### config.mk
export PLATFORM = sky130hd
export DESIGN_NAME = hrkr_front_flat
export DESIGN_NICKNAME = d
export VERILOG_FILES = /design/src/hw/rtl/hrkr_pkg.sv /design/src/hw/rtl/hrkr_if.sv /design/src/hw/rtl/hrkr_front.sv /design/src/flat_wrapper.sv
export SDC_FILE = /design/constraint.sdc
export NUM_CORES = 1
export LEC_CHECK = 0
export BUFFER_PORTS_ARGS = -buffer_cell sky130_fd_sc_hd__buf_4
export CAP_MARGIN = 20
export CORE_UTILIZATION = 40
export DETAILED_ROUTE_END_ITERATION = 8
export GPL_ROUTABILITY_DRIVEN = 0
export PLACE_DENSITY = 0.66
export SETUP_SLACK_MARGIN = 0.4
export SKIP_CTS_REPAIR_TIMING = 1
export SYNTH_ARGS = -nofsm -noshare
export SYNTH_HDL_FRONTEND = slang
export SYNTH_SLANG_ARGS = --single-unit
export TNS_END_PERCENT = 10
### constraint.sdc
create_clock -name clk -period 4.2 [get_ports clk]
set_clock_uncertainty 0.05 [all_clocks]
set_input_delay 0.21 -clock clk [delete_from_list [all_inputs] [get_ports clk]]
set_output_delay 0.21 -clock clk [all_outputs]
set_load 0.01 [all_outputs]
### src/hw/rtl/hrkr_pkg.sv
// Shared operation codes, command type and constants for the HID key remapper.
package hrkr_pkg;

  // Item operation codes
  typedef enum logic [2:0] {
    OP_PRESS       = 3'd0,
    OP_RELEASE     = 3'd1,
    OP_RELEASE_ALL = 3'd2,
    OP_WRITE_RULE  = 3'd3,
    OP_SET_COUNT   = 3'd4,
    OP_REPORT      = 3'd5
  } op_t;

  localparam logic [7:0] MOD_FIRST = 8'hE0;
  localparam int         OUT_SLOTS = 6;

  // Decoded command passed from the front part to the engine
  typedef struct packed {
    op_t         op;
    logic [7:0]  key;
    logic [1:0]  slot;
    logic [31:0] rule;   // {xor, out code, match, mask}
    logic [2:0]  count;
  } cmd_t;

endpackage

### src/hw/rtl/hrkr_if.sv
// Valid/ready channel interfaces for request and report transfers.
interface hrkr_req_if;
  logic       valid;
  logic       ready;
  logic [2:0] operation;
  logic [7:0] key_code;
  logic [1:0] rule_slot;
  logic [7:0] rule_mask;
  logic [7:0] rule_match;
  logic [7:0] rule_out_code;
  logic [7:0] rule_mod_xor;
  logic [2:0] rule_count;

  modport source (output valid, operation, key_code, rule_slot, rule_mask, rule_match,
                  rule_out_code, rule_mod_xor, rule_count, input ready);
  modport sink (input valid, operation, key_code, rule_slot, rule_mask, rule_match,
                rule_out_code, rule_mod_xor, rule_count, output ready);
endinterface


### src/hw/rtl/hrkr_front.sv
// Front part: accepts items, drops those with no effect, queues the rest.
module hrkr_front import hrkr_pkg::*; #(
  parameter int KEY_CODES     = 256,
  parameter int RULES_PER_KEY = 4
) (
  input  logic          clk,
  input  logic          rst,
  hrkr_req_if.sink      req,
  output logic          cmd_valid,
  input  logic          cmd_ready,
  output cmd_t          cmd
);

  cmd_t       queue [2];
  logic       wr_ptr;
  logic       rd_ptr;
  logic [1:0] fill;
  logic       key_ok;
  logic       slot_ok;
  logic       keep;
  logic       push;
  logic       pop;
  cmd_t       cmd_in;

  // Classify the incoming item
  always_comb begin
    key_ok  = {1'b0, req.key_code} < 9'(KEY_CODES);
    slot_ok = int'(req.rule_slot) < RULES_PER_KEY;
    case (req.operation)
      OP_PRESS, OP_RELEASE, OP_SET_COUNT: keep = key_ok;
      OP_WRITE_RULE:                      keep = key_ok && slot_ok;
      OP_RELEASE_ALL, OP_REPORT:          keep = 1'b1;
      default:                            keep = 1'b0;
    endcase
    cmd_in.op    = op_t'(req.operation);
    cmd_in.key   = req.key_code;
    cmd_in.slot  = req.rule_slot;
    cmd_in.rule  = {req.rule_mod_xor, req.rule_out_code, req.rule_match, req.rule_mask};
    cmd_in.count = req.rule_count;
  end

  assign req.ready = (fill != 2'd2);
  assign push      = req.valid && req.ready && keep;
  assign cmd_valid = (fill != 2'd0);
  assign pop       = cmd_valid && cmd_ready;
  assign cmd       = queue[rd_ptr];

  // Two-entry command queue
  always_ff @(posedge clk) begin
    if (push) queue[wr_ptr] <= cmd_in;
    if (rst) begin
      wr_ptr <= 1'b0;
      rd_ptr <= 1'b0;
      fill   <= 2'd0;
    end else begin
      if (push) wr_ptr <= ~wr_ptr;
      if (pop)  rd_ptr <= ~rd_ptr;
      case ({push, pop})
        2'b10:   fill <= fill + 2'd1;
        2'b01:   fill <= fill - 2'd1;
        default: fill <= fill;
      endcase
    end
  end

endmodule

### src/flat_wrapper.sv
// flat-port wrapper written by rule: the top's interface ports become plain ports
module hrkr_front_flat import hrkr_pkg::*;
#(
  parameter int KEY_CODES     = 256,
  parameter int RULES_PER_KEY = 4
)
  (clk, rst, cmd_valid, cmd_ready, cmd, req_valid, req_operation, req_key_code, req_rule_slot, req_rule_mask, req_rule_match, req_rule_out_code, req_rule_mod_xor, req_rule_count, req_ready);
  hrkr_req_if req_i ();
  input  logic clk;
  input  logic rst;
  output logic cmd_valid;
  input  logic cmd_ready;
  output cmd_t cmd;
  input wire logic [$bits(req_i.valid)-1:0] req_valid;
  input wire logic [$bits(req_i.operation)-1:0] req_operation;
  input wire logic [$bits(req_i.key_code)-1:0] req_key_code;
  input wire logic [$bits(req_i.rule_slot)-1:0] req_rule_slot;
  input wire logic [$bits(req_i.rule_mask)-1:0] req_rule_mask;
  input wire logic [$bits(req_i.rule_match)-1:0] req_rule_match;
  input wire logic [$bits(req_i.rule_out_code)-1:0] req_rule_out_code;
  input wire logic [$bits(req_i.rule_mod_xor)-1:0] req_rule_mod_xor;
  input wire logic [$bits(req_i.rule_count)-1:0] req_rule_count;
  output wire logic [$bits(req_i.ready)-1:0] req_ready;
  assign req_i.valid = req_valid;
  assign req_i.operation = req_operation;
  assign req_i.key_code = req_key_code;
  assign req_i.rule_slot = req_rule_slot;
  assign req_i.rule_mask = req_rule_mask;
  assign req_i.rule_match = req_rule_match;
  assign req_i.rule_out_code = req_rule_out_code;
  assign req_i.rule_mod_xor = req_rule_mod_xor;
  assign req_i.rule_count = req_rule_count;
  assign req_ready = req_i.ready;
  hrkr_front #(.KEY_CODES(KEY_CODES), .RULES_PER_KEY(RULES_PER_KEY)) u_core (.clk(clk), .rst(rst), .req(req_i), .cmd_valid(cmd_valid), .cmd_ready(cmd_ready), .cmd(cmd));
endmodule
==> out/summary.txt, run 1 <==
initial antenna violation count -> 0
TritonCTS clock tree -> built
fin worst setup slack -> 2.14 ns
remaining antenna violation count -> 0
register area share after synthesis -> 0.810
Residual DRC -> 9
asr flop ratio synth -> 0
RSZ-0062 raised after global routing -> no
root buffer cell -> clkbuf_8
GRT Overall Usage -> 0.135
Area growth syn-to-layout -> 45.0%
CTS buffer count -> 9
Core ar. -> 0.00881 mm2
worst hold stages -> 3
Synth Warn # -> 0
I/O Buffers -> 101
relative slew slack -> 0.584
layout cells sized above 1 -> 0.513
leak pwr -> 0.00199 uW
Worst-Skew Late Latency -> 0.35 ns
Worst Hold Path EP -> u_core.wr_ptr$_SDFFE_PP0N_
mean post-synth cell area -> 21.0 um2
Fmax achieved -> 485 MHz
crit path DAT -> 2.08 ns
die width -> 98.0 um
Worst EP required -> 4.22 ns
R2R cell count -> 5
H-tree level count -> 3
clk sinks -> 101
fin nets -> 391
ranking of synthesized cells by area -> edfxtp_1 78%, mux2_2 15%, dfxtp_1 2.7%
CP Launch Point -> req_operation[1]
CP Launch Type -> primary input
hold_sp -> req_valid
Synth Register Bits -> 101
Antenna diodes -> 0
Top Ports -> 102
post-layout min period -> 2.06 ns
top cell type's share of synthesized area -> 0.783
synth unique cells -> 18
CTS Buffer Depth -> 2
Worst Path Max Fanout -> 20
Fillers -> 638
Pins Over Slew Limit -> 0
worst-margin pin slew -> 0.622 ns
top cells by count, synth -> 96 x edfxtp_1, 49 x mux2_2, 7 x nor2_1
dpl ws -> 1.85 ns
initial DRC count -> 73
row cnt -> 34
cell area power density -> 501 mW/mm2
Tcrit/Tclk final -> 0.491
chip height -> 98.0 um
count leader, synth -> edfxtp_1
RR Startpoint -> u_core.fill[0]$_SDFFE_PP0P_
die area -> 0.00960 mm2
status -> complete, but fails checks
CTS clk-pin slew, worst paths -> 0.09 ns
routed wire length -> 6630 um
area leader, netlist -> edfxtp_1
Synth Flop Type -> edfxtp_1
FF-to-FF End -> u_core.queue[1][22]$_DFFE_PP_
DP HPWL -> 4070 um
final setup fails -> 0
Avg WL per Cell -> 14.7 um
vias per cell -> 4.61
maxcap violations -> 0
CP Class -> in2reg
synthesized area -> 0.00368 mm2
r2r setup slk -> 2.17 ns
Synthesized Nets -> 228
Hold Path Class -> in2reg
drt pass-1 iters -> 6
total number of vias -> 2,081
CP endpoint kind -> register
initial core utilization -> 0.418
Setup TNS -> 0 ns
largest net degree at the start of global routing -> 39
Final Hold Vio Count -> 0
first-pass GRT wire length -> 9680 um
grt ovf -> 0
EDFF count, synth -> 96
VDD IR max -> 0.000269 V
Synth Instances -> 175
vias in the first global route -> 1,918
failing checks -> design-rule violations
-- cell type report --
| type | count | area, um2 | area share |
|---|---|---|---|
| inverter | 1 | 3.75 | 0.000703 |
| sequential | 101 | 2980 | 0.559 |
| timing repair buffer | 157 | 1350 | 0.252 |
| tap | 108 | 135 | 0.0253 |
| clock buffer | 10 | 128 | 0.0239 |
| multi-input combinational | 68 | 682 | 0.128 |
| clock inverter | 6 | 62.6 | 0.0117 |
-- sequential cells by signal (all words and copies together), names as in the netlist, named ones only --
signal / flops
u_core.rd_ptr: 1
u_core.fill: 2
u_core.queue: 96
u_core.wr_ptr: 1
-- metrics by stage --
stage / instance area [um2] / cells / hold WS, ns / power (uW) / util
after floorplan: 3680 / 175 / 0.229 / 1720 / -
after global placement: 4590 / 383 / 0.346 / 2060 / 0.522
after detailed placement: 4610 / 384 / 0.348 / 2080 / 0.524
after CTS: 4800 / 400 / -0.0335 / 2670 / 0.545
after global routing: 5340 / 451 / 0.240 / 2820 / 0.607
final: 5340 / 451 / 0.255 / 2680 / 0.607
-- logic make-up (layout without fill, tap and decap cells) --
kind of cell               Yosys count  count (layout)  synth area share
buffers and inverters                6             174           0.00917
DFF                                101             101             0.810
and+or+nand+nor                     12              12            0.0160
adders and majority gates            1               1           0.00340
muxes                               49              49             0.150
xor gates and xnor gates             3               3           0.00713
AOI/OAI and AO/OA                    3               3           0.00475
-- worst max-delay path by stage --
stage	endpoint	slack, ns	cells past startpoint
2_1_floorplan	u_core.queue[0][0]$_DFFE_PP_	0.96	3
3_3_place_gp	u_core.queue[0][30]$_DFFE_PP_	1.92	4
3_5_place_dp	u_core.queue[0][34]$_DFFE_PP_	1.85	4
4_1_cts	u_core.queue[0][30]$_DFFE_PP_	1.83	4
5_1_grt	u_core.queue[1][22]$_DFFE_PP_	2.02	5
6_report	u_core.queue[1][22]$_DFFE_PP_	2.14	7
-- power breakdown --
group,internal [uW],switching (uW)
Combinational,461,341
Clock,275,308
Sequential,1240,57.0
-- critical path, cell delays in order --
cell           delay (ns)
dlygate4sd3_1        0.54
buf_4                0.14
nand2_1              0.07
nand3_2              0.16
nor2_4               0.53
buf_16               0.24
buf_4                0.17
-- metal layers --
| layer | wire length, um | track usage | vias up |
|---|---|---|---|
| li1 | - | - | 1012 |
| met1 | 2840 | 0.167 | 993 |
| met2 | 3280 | 0.220 | 70 |
| met3 | 461 | 0.0551 | 6 |
| met4 | 58 | 0.0350 | 0 |
| met5 | 0 | 0 | - |
-- layout by cell type, fill, tap and decap left out --
cell	synthesis	layout
xnor2_1	2	2
nand2_1	1	1
buf_4	2	105
dfxtp_1	5	4
o21a_1	1	1
nand3_2	1	1
edfxtp_1	96	96
or2_2	1	1
dlygate4sd3_1	0	49
bufinv_16	0	1
clkinv_2	0	1
dfxtp_2	0	1
inv_1	1	1
xor2_1	1	1
nand2b_1	1	1
inv_6	0	1
nor2_1	7	5
buf_16	0	1
clkbuf_8	0	9
a21oi_1	1	1
ha_1	1	1
o21ai_0	1	1
clkinvlp_4	0	2
clkinv_1	0	1
buf_12	0	2
mux2_2	49	49
clkbuf_1	0	1
or3_1	1	1
nor2_4	0	2
(Power assumes the default switching activity.)
==> run 2, diff against run 1 <==
--- a/config.mk
+++ b/config.mk
@@ -10,7 +10,7 @@
 export CORE_UTILIZATION = 40
 export DETAILED_ROUTE_END_ITERATION = 8
 export GPL_ROUTABILITY_DRIVEN = 0
-export PLACE_DENSITY = 0.66
+export PLACE_DENSITY = 0.68
 export SETUP_SLACK_MARGIN = 0.4
 export SKIP_CTS_REPAIR_TIMING = 1
 export SYNTH_ARGS = -nofsm -noshare
==> constraint.sdc (replaced) <==
create_clock -name clk -period 1.7 [get_ports clk]
set_clock_uncertainty 0.05 [all_clocks]
set_input_delay 0.085 -clock clk [delete_from_list [all_inputs] [get_ports clk]]
set_output_delay 0.085 -clock clk [all_outputs]
set_load 0.01 [all_outputs]
==> run 2 against run 1 <==
Effect of this change:
- the flow still finishes with violations (design-rule violations)
- sequential power is 140% higher
- cell count is 0.22% lower
- first-iteration DRC count is 2.7% lower
- sequential share of layout area is 0.36 points lower
- worst setup slack worse by 2.0 ns
- global-route usage is 0.14 points lower
- critical path depth is 4 lower
- clock power grew to 2.6 times the previous value
- final area is 0.77% higher
==> out/summary.txt, run 2 (synthesized netlist as in run 1, its figures left out) <==
status -> complete, but fails checks (unchanged)
failing checks -> design-rule violations (unchanged)
vias per cell -> 4.69 (was 4.61)
remaining antenna violation count -> 0 (unchanged)
crit-path cells -> buf_12, mux2_2, buf_4 (was dlygate4sd3_1, buf_4, nand2_1, nand3_2, nor2_4, buf_16, buf_4)
TritonCTS clock tree -> built (unchanged)
flip-flop count of the largest register after layout -> 96 (unchanged)
Sw Pwr -> 1840 uW (was 706 uW)
initial DRC count -> 71 (was 73)
final setup fails -> 0 (unchanged)
Switching Share -> 0.271 (was 0.263)
largest net degree at the start of global routing -> 40 (was 39)
die area -> 0.00960 mm2 (unchanged)
initial core utilization -> 0.418 (unchanged)
post-layout min period -> 1.59 ns
VDD IR max -> 0.000693 V (was 0.000269 V)
Final Non-Filler Cells -> 450 (was 451)
CTS buffer count -> 9 (unchanged)
CTS Buffer Depth -> 2 (unchanged)
fin worst setup slack -> 0.106 ns (was 2.14 ns)
placed cells -> 385 (was 384)
Flop pwr share -> 0.466 (was 0.483)
vias in the first global route -> 2,030 (was 1,918)
row cnt -> 34 (unchanged)
Fmax achieved -> 627 MHz
Finished Cell Area -> 0.00538 mm2 (was 0.00534 mm2)
CP endpoint kind -> primary output (was register)
leak pwr -> 0.00200 uW (was 0.00199 uW)
worst-margin pin slew -> 0.244 ns (was 0.622 ns)
Residual DRC -> 9 (unchanged)
relative slew slack -> 0.835 (was 0.584)
Worst path slowest cell -> dfxtp_2 (was dlygate4sd3_1)
placed cell areas -> 0.00467 mm2 (was 0.00461 mm2)
Top reg by flops -> u_core.queue (unchanged)
DP HPWL -> 4090 um (was 4070 um)
chip height -> 98.0 um (unchanged)
clk sinks -> 101 (unchanged)
CP Launch Type -> register (was primary input)
Worst-Skew Late Latency -> 0.35 ns (about the same)
Tcrit/Tclk final -> 0.938
RSZ-0062 raised after global routing -> yes (was no)
fin nets -> 390 (was 391)
root buffer cell -> clkbuf_8 (unchanged)
I/O Buffers -> 101 (unchanged)
initial antenna violation count -> 0 (unchanged)
Pins Over Slew Limit -> 0 (unchanged)
crit path DAT -> 1.46 ns (was 2.08 ns)
Top Ports -> 102 (unchanged)
cell area power density -> 1260 mW/mm2 (was 501 mW/mm2)
H-tree level count -> 3 (unchanged)
maxcap violations -> 0 (unchanged)
cell family with most CP delay -> flip-flops (was buffers and inverters)
Pint -> 4940 uW (was 1970 uW)
first-pass GRT wire length -> 9590 um (was 9680 um)
dpl ws -> 0.111 ns (was 1.85 ns)
crit path buf inv count -> 2 (was 4)
GRT Overall Usage -> 0.134 (was 0.135)
Core ar. -> 0.00881 mm2 (unchanged)
CTS clk-pin slew, worst paths -> 0.09 ns (about the same)
Avg WL per Cell -> 15.0 um (was 14.7 um)
CP Class -> reg2out (was in2reg)
total number of vias -> 2,111 (was 2,081)
layout cells sized above 1 -> 0.526 (was 0.513)
Clock power frac -> 0.223 (was 0.218)
Worst Path Max Fanout -> 25 (was 20)
Antenna diodes -> 0 (unchanged)
Critical Path Max Stage Delay -> 0.39 ns (was 0.54 ns)
Worst EP required -> 1.56 ns (was 4.22 ns)
grt ovf -> 0 (unchanged)
Area growth syn-to-layout -> 46.1% (was 45.0%)
Comb power frac -> 0.311 (was 0.300)
Hold Path Class -> in2reg (unchanged)
Final Hold Vio Count -> 0 (unchanged)
leading cell type in the layout, fill and taps excluded -> buf_4 (unchanged)
drt pass-1 iters -> 6 (unchanged)
Top Registers -> u_core.queue: 96 flops, u_core.fill: 2 flops (unchanged)
commonest cells after routing, fill and taps aside -> 102 x buf_4, 96 x edfxtp_1, 49 x mux2_2, 49 x dlygate4sd3_1, 9 x clkbuf_8 (was 105 x buf_4, 96 x edfxtp_1, 49 x mux2_2, 49 x dlygate4sd3_1, 9 x clkbuf_8)
die width -> 98.0 um (unchanged)
hold slack final -> 0.0889 ns (was 0.255 ns)
routed wire length -> 6760 um (was 6630 um)
## run 2: changes by cell type in the layout (fill, tap and decap cells not counted), sizes merged
| cell | delta |
|---|---|
| clkbuf | -1 |
| buf | -1 |
| inv | +2 |
| clkinvlp | -1 |
## run 2: worst paths after layout
path / from / slack [ns] / to / cells after the start
setup reg to reg: u_core.fill[1]$_SDFFE_PP0P_ / 0.14 / u_core.fill[1]$_SDFFE_PP0P_ / 4
hold / removal: req_valid / 0.09 / u_core.wr_ptr$_SDFFE_PP0N_ / 3
setup / recovery: register / 0.11 / cmd[29] / 3
hold reg to reg: u_core.rd_ptr$_SDFFE_PP0P_ / 0.48 / u_core.rd_ptr$_SDFFE_PP0P_ / 2
## run 2: area by class of cell
type                            count  area [um2]
Tap cell                          108         135
Clock buffer                        9         124
Clock inverter                      7        72.6
Fill cell                         647        3420
Sequential cell                   101        2990
Timing Repair Buffer              156        1360
Inverter                            1        3.75
Multi-Input combinational cell     68         703
## run 2: routing by layer
metal  up-vias  wire length, um  GRT usage  share of wire
met5         -                0          0              0
met2        67             3560      0.224           0.53
li1       1002                -          -              -
met4         0              106     0.0629          0.016
met1      1030             2720      0.156           0.40
met3        12              374     0.0422          0.055
## run 2: per-stage QoR
step | total power, uW | TNS (ns) | util
3_3_place_gp | 5170 | 0 | 0.531
3_5_place_dp | 5210 | 0 | 0.531
4_1_cts | 6720 | -0.422 | 0.553
6_report | 6770 | 0 | 0.611
5_1_grt | 7080 | 0 | 0.611
2_1_floorplan | 4280 | -9.87 | -
## run 2: power by group through the flow
stage / logic (uW) / clock network [uW] / registers (uW)
final: 2110 / 1510 / 3160
after global placement: 1980 / 0 / 3190
after global routing: 2250 / 1640 / 3190
after detailed placement: 2000 / 0 / 3210
after floorplan: 1100 / 0 / 3180
after CTS: 2010 / 1560 / 3150
## run 2: worst register-to-register path, cell delays in order, from the launching register on
cell and delay (ns):
dfxtp_1 0.44, o21a_1 0.20, ha_2 0.30, or3_1 0.37
a21oi_2 0.14
